--- src/hdl/rgmt_pkg.sv ---
// Shared types, constants and helper functions for the growth mortality test block.
package rgmt_pkg;

   localparam int NumSpeciesDef = 4;
   localparam int SlotW         = 2;
   localparam int CoefW         = 16;
   localparam int TableW        = 64;
   localparam int CsrIdxW       = 3;

   // Fixed-point constants
   localparam logic [29:0] Log2eQ28   = 30'd387270501;
   localparam logic [29:0] Ln2Q30     = 30'd744261118;
   localparam logic [31:0] OneQ30     = 32'h4000_0000;
   localparam int          FracBits   = 28;
   localparam int          HornerTerms = 8;
   localparam int          LogBits    = 16;
   localparam int          RecipShift = 35;

   // Widths of the exponent arguments
   localparam int TW1 = 35;  // first exp2: t from growth decay
   localparam int TW2 = 42;  // second exp2: Y * log2(1-p) in Q28

   typedef enum logic [CsrIdxW-1:0] {
      CSR_COEF_A = 3'd0,
      CSR_COEF_B = 3'd1,
      CSR_COEF_C = 3'd2,
      CSR_COEF_D = 3'd3,
      CSR_YEARS  = 3'd4
   } csr_index_type;

   // Slot s of a coefficient table sits in bits 16s+15..16s
   function automatic logic signed [CoefW-1:0] pick_coef(logic [TableW-1:0] tab,
                                                         logic [SlotW-1:0] slot);
      return tab[CoefW*slot +: CoefW];
   endfunction

   // ceil(2^35 / k): exact floor division by k for 32-bit dividends
   function automatic logic [35:0] recip_of(int unsigned k);
      logic [35:0] r;
      case (k)
         1:       r = 36'd34359738368;
         2:       r = 36'd17179869184;
         3:       r = 36'd11453246123;
         4:       r = 36'd8589934592;
         5:       r = 36'd6871947674;
         6:       r = 36'd5726623062;
         7:       r = 36'd4908534053;
         default: r = 36'd4294967296;
      endcase
      return r;
   endfunction

endpackage

--- src/hdl/rgmt_front.sv ---
// Front pipeline: coefficient select, linear terms, decay exponent and base-2 conversion.
module rgmt_front import rgmt_pkg::*; #(
   parameter int NUM_SPECIES = NumSpeciesDef
) (
   input  logic                  clock,
   input  logic                  reset,
   input  logic                  in_valid,
   output logic                  in_ready,
   input  logic [SlotW-1:0]      in_slot,
   input  logic [15:0]           in_resource,
   input  logic [15:0]           in_growth,
   input  logic [15:0]           in_random,
   input  logic [TableW-1:0]     coef_a,
   input  logic [TableW-1:0]     coef_b,
   input  logic [TableW-1:0]     coef_c,
   input  logic [TableW-1:0]     coef_d,
   output logic                  out_valid,
   input  logic                  out_ready,
   output logic signed [TW1-1:0] out_t,
   output logic [31:0]           out_lin,
   output logic                  out_lin_pos,
   output logic [15:0]           out_random
);

   localparam int NS = 3;

   logic [NS-1:0] vld_ff;
   logic [NS:0]   rdy;

   logic signed [33:0] lin_ff, kq_ff, lin_in, kq_in;
   logic [15:0]        g_ff, rnd0_ff, rnd1_ff, rnd2_ff;
   logic signed [33:0] z_ff, z_in;
   logic [31:0]        lin1_ff, lin2_ff;
   logic               pos1_ff, pos2_ff;
   logic signed [TW1-1:0] t_ff, t_in;

   // Stage handshake chain
   assign rdy[NS] = out_ready;
   for (genvar i = 0; i < NS; i++) begin : g_rdy
      assign rdy[i] = !vld_ff[i] || rdy[i+1];
   end
   assign in_ready = rdy[0];

   always_ff @(posedge clock) begin
      if (reset) begin
         vld_ff <= '0;
      end else begin
         if (rdy[0]) vld_ff[0] <= in_valid;
         if (rdy[1]) vld_ff[1] <= vld_ff[0];
         if (rdy[2]) vld_ff[2] <= vld_ff[1];
      end
   end

   // Stage 0: lin = d*256 + a*R, k = b*256 + c*R
   always_comb begin
      logic               slot_ok;
      logic signed [33:0] a_w, b_w, c_w, d_w, r_w;
      slot_ok = ({1'b0, in_slot} < 3'(NUM_SPECIES));
      a_w = slot_ok ? 34'(pick_coef(coef_a, in_slot)) : '0;
      b_w = slot_ok ? 34'(pick_coef(coef_b, in_slot)) : '0;
      c_w = slot_ok ? 34'(pick_coef(coef_c, in_slot)) : '0;
      d_w = slot_ok ? 34'(pick_coef(coef_d, in_slot)) : '0;
      r_w = signed'({18'b0, in_resource});
      lin_in = a_w * r_w + (d_w <<< 8);
      kq_in  = c_w * r_w + (b_w <<< 8);
   end

   // Stage 1: z = -(k*G), clamped to [-32, 16] in Q28
   always_comb begin
      logic signed [51:0] kw, gw, zw;
      kw = 52'(kq_ff);
      gw = signed'({36'b0, g_ff});
      zw = -(kw * gw);
      if (zw > 52'sd4294967296)
         z_in = 34'sd4294967296;
      else if (zw < -52'sd8589934592)
         z_in = -34'sd8589934592;
      else
         z_in = 34'(zw);
   end

   // Stage 2: t = floor(z * log2(e))
   always_comb begin
      logic signed [63:0] tp;
      tp   = 64'(z_ff) * signed'({34'b0, Log2eQ28});
      t_in = TW1'(tp >>> FracBits);
   end

   always_ff @(posedge clock) begin
      if (rdy[0]) begin
         lin_ff  <= lin_in;
         kq_ff   <= kq_in;
         g_ff    <= in_growth;
         rnd0_ff <= in_random;
      end
      if (rdy[1]) begin
         z_ff    <= z_in;
         lin1_ff <= lin_ff[31:0];
         pos1_ff <= (lin_ff > 34'sd0);
         rnd1_ff <= rnd0_ff;
      end
      if (rdy[2]) begin
         t_ff    <= t_in;
         lin2_ff <= lin1_ff;
         pos2_ff <= pos1_ff;
         rnd2_ff <= rnd1_ff;
      end
   end

   assign out_valid   = vld_ff[NS-1];
   assign out_t       = t_ff;
   assign out_lin     = lin2_ff;
   assign out_lin_pos = pos2_ff;
   assign out_random  = rnd2_ff;

endmodule

--- config.mk ---
export PLATFORM = sky130hd
export DESIGN_NAME = rgmt_front
export DESIGN_NICKNAME = d
export VERILOG_FILES = /design/src/hdl/rgmt_pkg.sv /design/src/hdl/rgmt_front.sv
export SDC_FILE = /design/constraint.sdc
export NUM_CORES = 2
export LEC_CHECK = 0
export BUFFER_PORTS_ARGS = -buffer_cell sky130_fd_sc_hd__buf_2
export CORE_ASPECT_RATIO = 1.75
export CORE_MARGIN = 1.5
export CORE_UTILIZATION = 60
export CTS_CLUSTER_SIZE = 24
export DETAILED_ROUTE_END_ITERATION = 16
export PLACE_DENSITY_LB_ADDON = 0.12
export SKIP_CTS_REPAIR_TIMING = 1
export SLEW_MARGIN = 20
export SYNTH_ARGS = -nofsm -noshare
export SYNTH_HDL_FRONTEND = slang
export SYNTH_SLANG_ARGS = --single-unit
export TNS_END_PERCENT = 1
--- constraint.sdc ---
create_clock -name clock -period 15 [get_ports clock]
set_clock_uncertainty 0.2 [all_clocks]
set_input_delay 3 -clock clock [delete_from_list [all_inputs] [get_ports clock]]
set_output_delay 3 -clock clock [all_outputs]
set_load 0.05 [all_outputs]
# Word level (Yosys, flattened, before mapping)

Index checks and enable logic that the tools add are counted.

Input bits: 310
Latch bits: 0
Register bits after elaboration: 270
Logic and storage cells: 38
RAM bits: 0
Memory bits (read-only): 0
Memories: 0

Multiplexer cells: 1
Multipliers: 4
Eq/ne operators: 0
Magnitude comparators: 3
Divide/modulo/power cells: 0
Reduce and logical (&&, ||, !) cells: 7
$add $sub $neg: 3
Shift operators: 4
Bitwise gates (word level): 0

Operators with widths:

| kind                     | number |
|---|---|
| $shiftx A64 B7 Y16       | 4 |
| $add A33 B24 Y34         | 2 |
| $mul A16 B17 Y33         | 2 |
| $mul A34 B30 Y63 const B | 1 |
| $gt A52 B34 Y1 const B   | 1 |
| $lt A52 B34 Y1 const B   | 1 |
| $neg A51 Y52             | 1 |
| $mul A34 B17 Y51         | 1 |
| $gt A34 B1 Y1 const B    | 1 |
| $mux W34                 | 1 |
| $logic_not A1 Y1         | 3 |
| $logic_or A1 B1 Y1       | 3 |
| $reduce_or A2 Y1         | 1 |

# Longest topological paths before layout

Word-level depth: 4
Mapped depth: 30
Mapped depth without buffers: 26

# Worst setup path after synthesis

Ideal clock, no wire load.

Path kind: input to register
Start: in in_slot[0]
End: reg lin_ff[33], data pin
Slack: 3.897 ns
Required time: 14.540 ns
Arrival time: 10.643 ns
Stages: 25
Path buffers: 3
Path through: clkbuf_1 -> buf_1 -> mux4_2 -> clkbuf_1 -> and2_1 -> fa_1 -> inv_1 -> fa_1 -> fa_1 -> fa_1 -> fa_1 -> inv_1 -> fa_1 -> ha_1 -> a21o_1 -> a21o_1 -> a21o_1 -> a2111oi_0 -> a211oi_1 -> or3_1 -> a31oi_1 -> o21bai_1 -> or3_1 -> a31oi_1 -> xnor2_1

Cells in the longest elaborated chain, start to end: 3
Elaborated cells between the ends (all ways): 4
Those cells by class: 1 x add/sub; 1 x mul; 2 x shift

Ends and longest elaborated chain:

| element              | RTL line         | source |
|---|---|---|
| start, declared      | rgmt_front.sv:9  | `input logic [SlotW-1:0] in_slot,` |
| $shiftx A64 B7 Y16   | rgmt_pkg.sv:34   | `return tab[CoefW*slot +: CoefW];` |
| $mul A16 B17 Y33     | rgmt_front.sv:64 | `lin_in = a_w * r_w + (d_w <<< 8);` |
| $add A33 B24 Y34 *   | rgmt_front.sv:64 |  |
| net lin_in[33]       | rgmt_front.sv:30 | `logic signed [33:0] lin_ff, kq_ff, lin_in, kq_in;` |
| end signal, assigned | rgmt_front.sv:91 | `lin_ff <= lin_in;` |
| end, declared        | rgmt_front.sv:30 |  |

The timed path passes the listed nets; every way through them passes the cells marked *.
A chain may end at the register's enable or synchronous reset.

# Worst setup path in the final report

Ends and elaborated chain as after synthesis.

==> run_results.csv <==
group,metric,value,unit
run_status,status,"finished clean",
global_route,grt_pass1_wl,290,mm
setup_path,reg2reg_from,"kq_ff[11]",
routing,via_per_inst,5.62,
worst_hold_path,hold_path_end,"rnd1_ff[2]",
yosys,synth_largest_area_cell,"fa_1",
global_route,grt_max_degree,64,
yosys,synthMuxAreaShare,2.32,%
yosys,synth.ff_latch_count,270,
yosys,synth_top_area_share,42.0,%
clock_network,cts_root_buf,"clkbuf_16",
timing,finalSetupViolCount,0,
timing,rsz0062_at_grt,"no",
routing,drt_iter0_markers,2324,
timing,layout_min_cycle_time,11.38,ns
routing,dr_total_vias,47400,
timing,worstMarginPinSlew,0.998,ns
run,cap_violations,0,
setup_path,crit_top_cell,"fa_1",
setup_path,critPathLaunchType,"input pin",
floorplanning,core,0.110,mm²
timing,hold_violations,0,
timing,slew_headroom,33.5,%
global_route,grt_overflow,0,
yosys,synth-simple-area-share,11.2,%
floorplanning,pin_count,396,
floorplanning,num_rows,161,
timing,report.final.slew_viol_count,0,
yosys,ys_warn_count,0,
yosys,synth_top_family_by_area,"adder cells",
clock_network,cts_buffer_depth,3,
global_route,antenna_found_initial,4,
place,gp_congestion,1.02,
routing,drtAntennaViolNets,0,
setup_path,critical_path_peak_fanout,36,
setup_path,cpMaxStageDelayCell,"mux4_2",
finish,nets,9393,
routing,dr.pass1.iters,5,
timing,min_period_over_period,75.8,%
finish,final_util,64.4,%
timing,fin_setup_tns,0,ns
clock_network,clock_sinks,270,
setup_path,r2r-end,"z_ff[31]",
worst_hold_path,min_from,"rnd0_ff[2]",
yosys,syn_nets,9140,
setup_path,reg2regPathDepth,22,
place,dp_hpwl,152,mm
setup_path,max_stage_delay,0.82,ns
worst_hold_path,worstHoldPathType,"flip-flop to flip-flop",
setup_path,crit_path_end_kind,"flip-flop",
yosys,synth_area_leaders,"fa_1, ha_1, edfxtp_1",
finish,drive_above_1_share,8.18,%
routing,wl_per_cell,21.6,µm
floorplanning,dieArea,0.113,mm²
setup_path,path_class,"input pin to flip-flop",
finish,area_growth_syn_to_layout,6.36,%
yosys,synth_fa_ha_area_share,55.8,%
yosys,yosysSeqAreaShare,12.1,%
worst_hold_path,min_path_cells,0,
routing,drc,0,
setup_path,r2r_slack,5.54,ns
yosys,synth-compound-area-share,5.05,%
yosys,synth.avg_cell_area,9.95,µm²
floorplanning,chipHeight,444,µm
yosys,synth_cell_types,73,
yosys,synthCells,6696,
yosys,synthArstFlopShare,0,%
setup_path,crit_buf_inv,5,
global_route,track_usage,34.2,%
floorplanning,die_x,255,µm
yosys,ys.flop_type,"edfxtp_1",
clock_network,numCtsBuffers,29,
setup_path,worstPathArrival,11.54,ns
clock_network,clk_latency,0.65,ns
yosys,synth-edff-count,267,
place,port_buffers,395,
global_route,grt_pass1_vias,53900,
routing,finalWirelength,182,mm
yosys,synth_area,0.0666,mm²
floorplanning,start_util,60.6,%
setup_path,crit_family,"adder cells",
clock_network,h-tree-depth,1,
yosys,synth_xor_xnor_area_share,1.96,%
setup_path,worst_ep_required_time,15.17,ns
timing,max_freq,87.9,MHz
clock_network,tritoncts,"built",
clock_network,clk_pin_slew,0.07,ns
-- synthesized netlist by cell type, drive strengths merged (12+ instances only) --
master and instances:
a21boi 19, fa 1399, nand2 639, xor2 46
mux4 64, nor4 16, a31oi 18, inv 1824
o21a 21, clkbuf 186, buf 28, a21o 64
ha 735, nand2b 47, o31ai 12, and2 507
xnor2 103, o211ai 14, nor2 104, a21oi 190
nand4 29, or3 14, edfxtp 267, nor3 38
o21ai 99, o21bai 16, nand3 36, a211oi 23
and3 17, nor2b 22
-- cell usage in the layout, fill, tap and decap left out, drive strengths merged, types with 29 or more instances in the layout --
cell    count
a21o       64
a21oi     190
and2      507
buf       436
clkbuf     29
edfxtp    267
fa       1399
ha        735
inv      1831
mux4       64
nand2     639
nand2b     47
nand3      36
nand4      29
nor2      104
nor3       38
o21ai      99
xnor2     103
xor2       46
-- per-layer routing --
metal / vias up / wire length [µm] / track usage [%]
met1: 24200 / 57500 / 34.0
met2: 1727 / 99000 / 64.0
li1: 20800 / - / -
met4: 0 / 17100 / 26.0
met5: - / 0 / 0
met3: 714 / 8230 / 3.69
-- worst register-to-register path, delay by kind of cell (launching register included) --
family                     cells  cell delay (ns)
adders and majority gates      7             3.48
buffers and inverters          3             0.15
DFF                            1             0.73
AOI/OAI and AO/OA              5             2.06
muxes                          1             0.34
and+or+nand+nor                6             2.30
-- kinds of logic (layout without fill, tap and decap cells) --
family                     after synthesis  after routing
muxes                                   74             74
and+or+nand+nor                       1497           1497
AOI/OAI and AO/OA                      533            533
other                                    0              2
buffers and inverters                 2038           2312
DFF                                    270            270
adders and majority gates             2135           2135
xor gates and xnor gates               149            149
-- registers in the layout, indices dropped and copies added (netlist names), 3 cells and up --
register,count
g_ff,16
out_t,35
vld_ff,3
lin1_ff,32
out_lin,32
rnd1_ff,16
z_ff,34
lin_ff,34
out_random,16
rnd0_ff,16
kq_ff,34
-- per-stage QoR --
| step | instances | area, µm² | setup slack (ns) | hold slack (ns) |
|---|---|---|---|---|
| floorplan | 6696 | 66600 | 3.90 | 0.200 |
| global placement | 8385 | 69900 | 3.19 | 0.200 |
| detailed placement | 8385 | 69900 | 3.03 | 0.205 |
| CTS | 8437 | 70900 | 3.67 | 0.214 |
| global route | 8439 | 70900 | 3.14 | 0.222 |
| finish | 8439 | 70900 | 3.62 | 0.212 |
-- worst max path at each step --
stage                     from          to  slack (ns)  cells after the start
floorplan           in_slot[0]  lin_ff[33]        3.90                     25
global placement    in_slot[0]  lin_ff[33]        3.19                     25
detailed placement  in_slot[0]  lin_ff[33]        3.03                     25
CTS                 in_slot[0]  lin_ff[33]        3.67                     25
global route        in_slot[0]  lin_ff[33]        3.14                     25
finish              in_slot[0]  lin_ff[33]        3.62                     25
-- final cells by class --
class	instances	area [µm²]
Antenna cell	2	5.00
Clock buffer	29	726
Clock inverter	23	199
Fill cell	9195	39100
Inverter	1824	6850
Multi-Input combinational cell	4388	50900
Sequential cell	270	8080
Tap cell	1467	1840
Timing Repair Buffer	436	2290
Power is left out: the tool's default activity adds up to more than one toggle a clock period on the data nets, which glitch-free logic cannot reach.
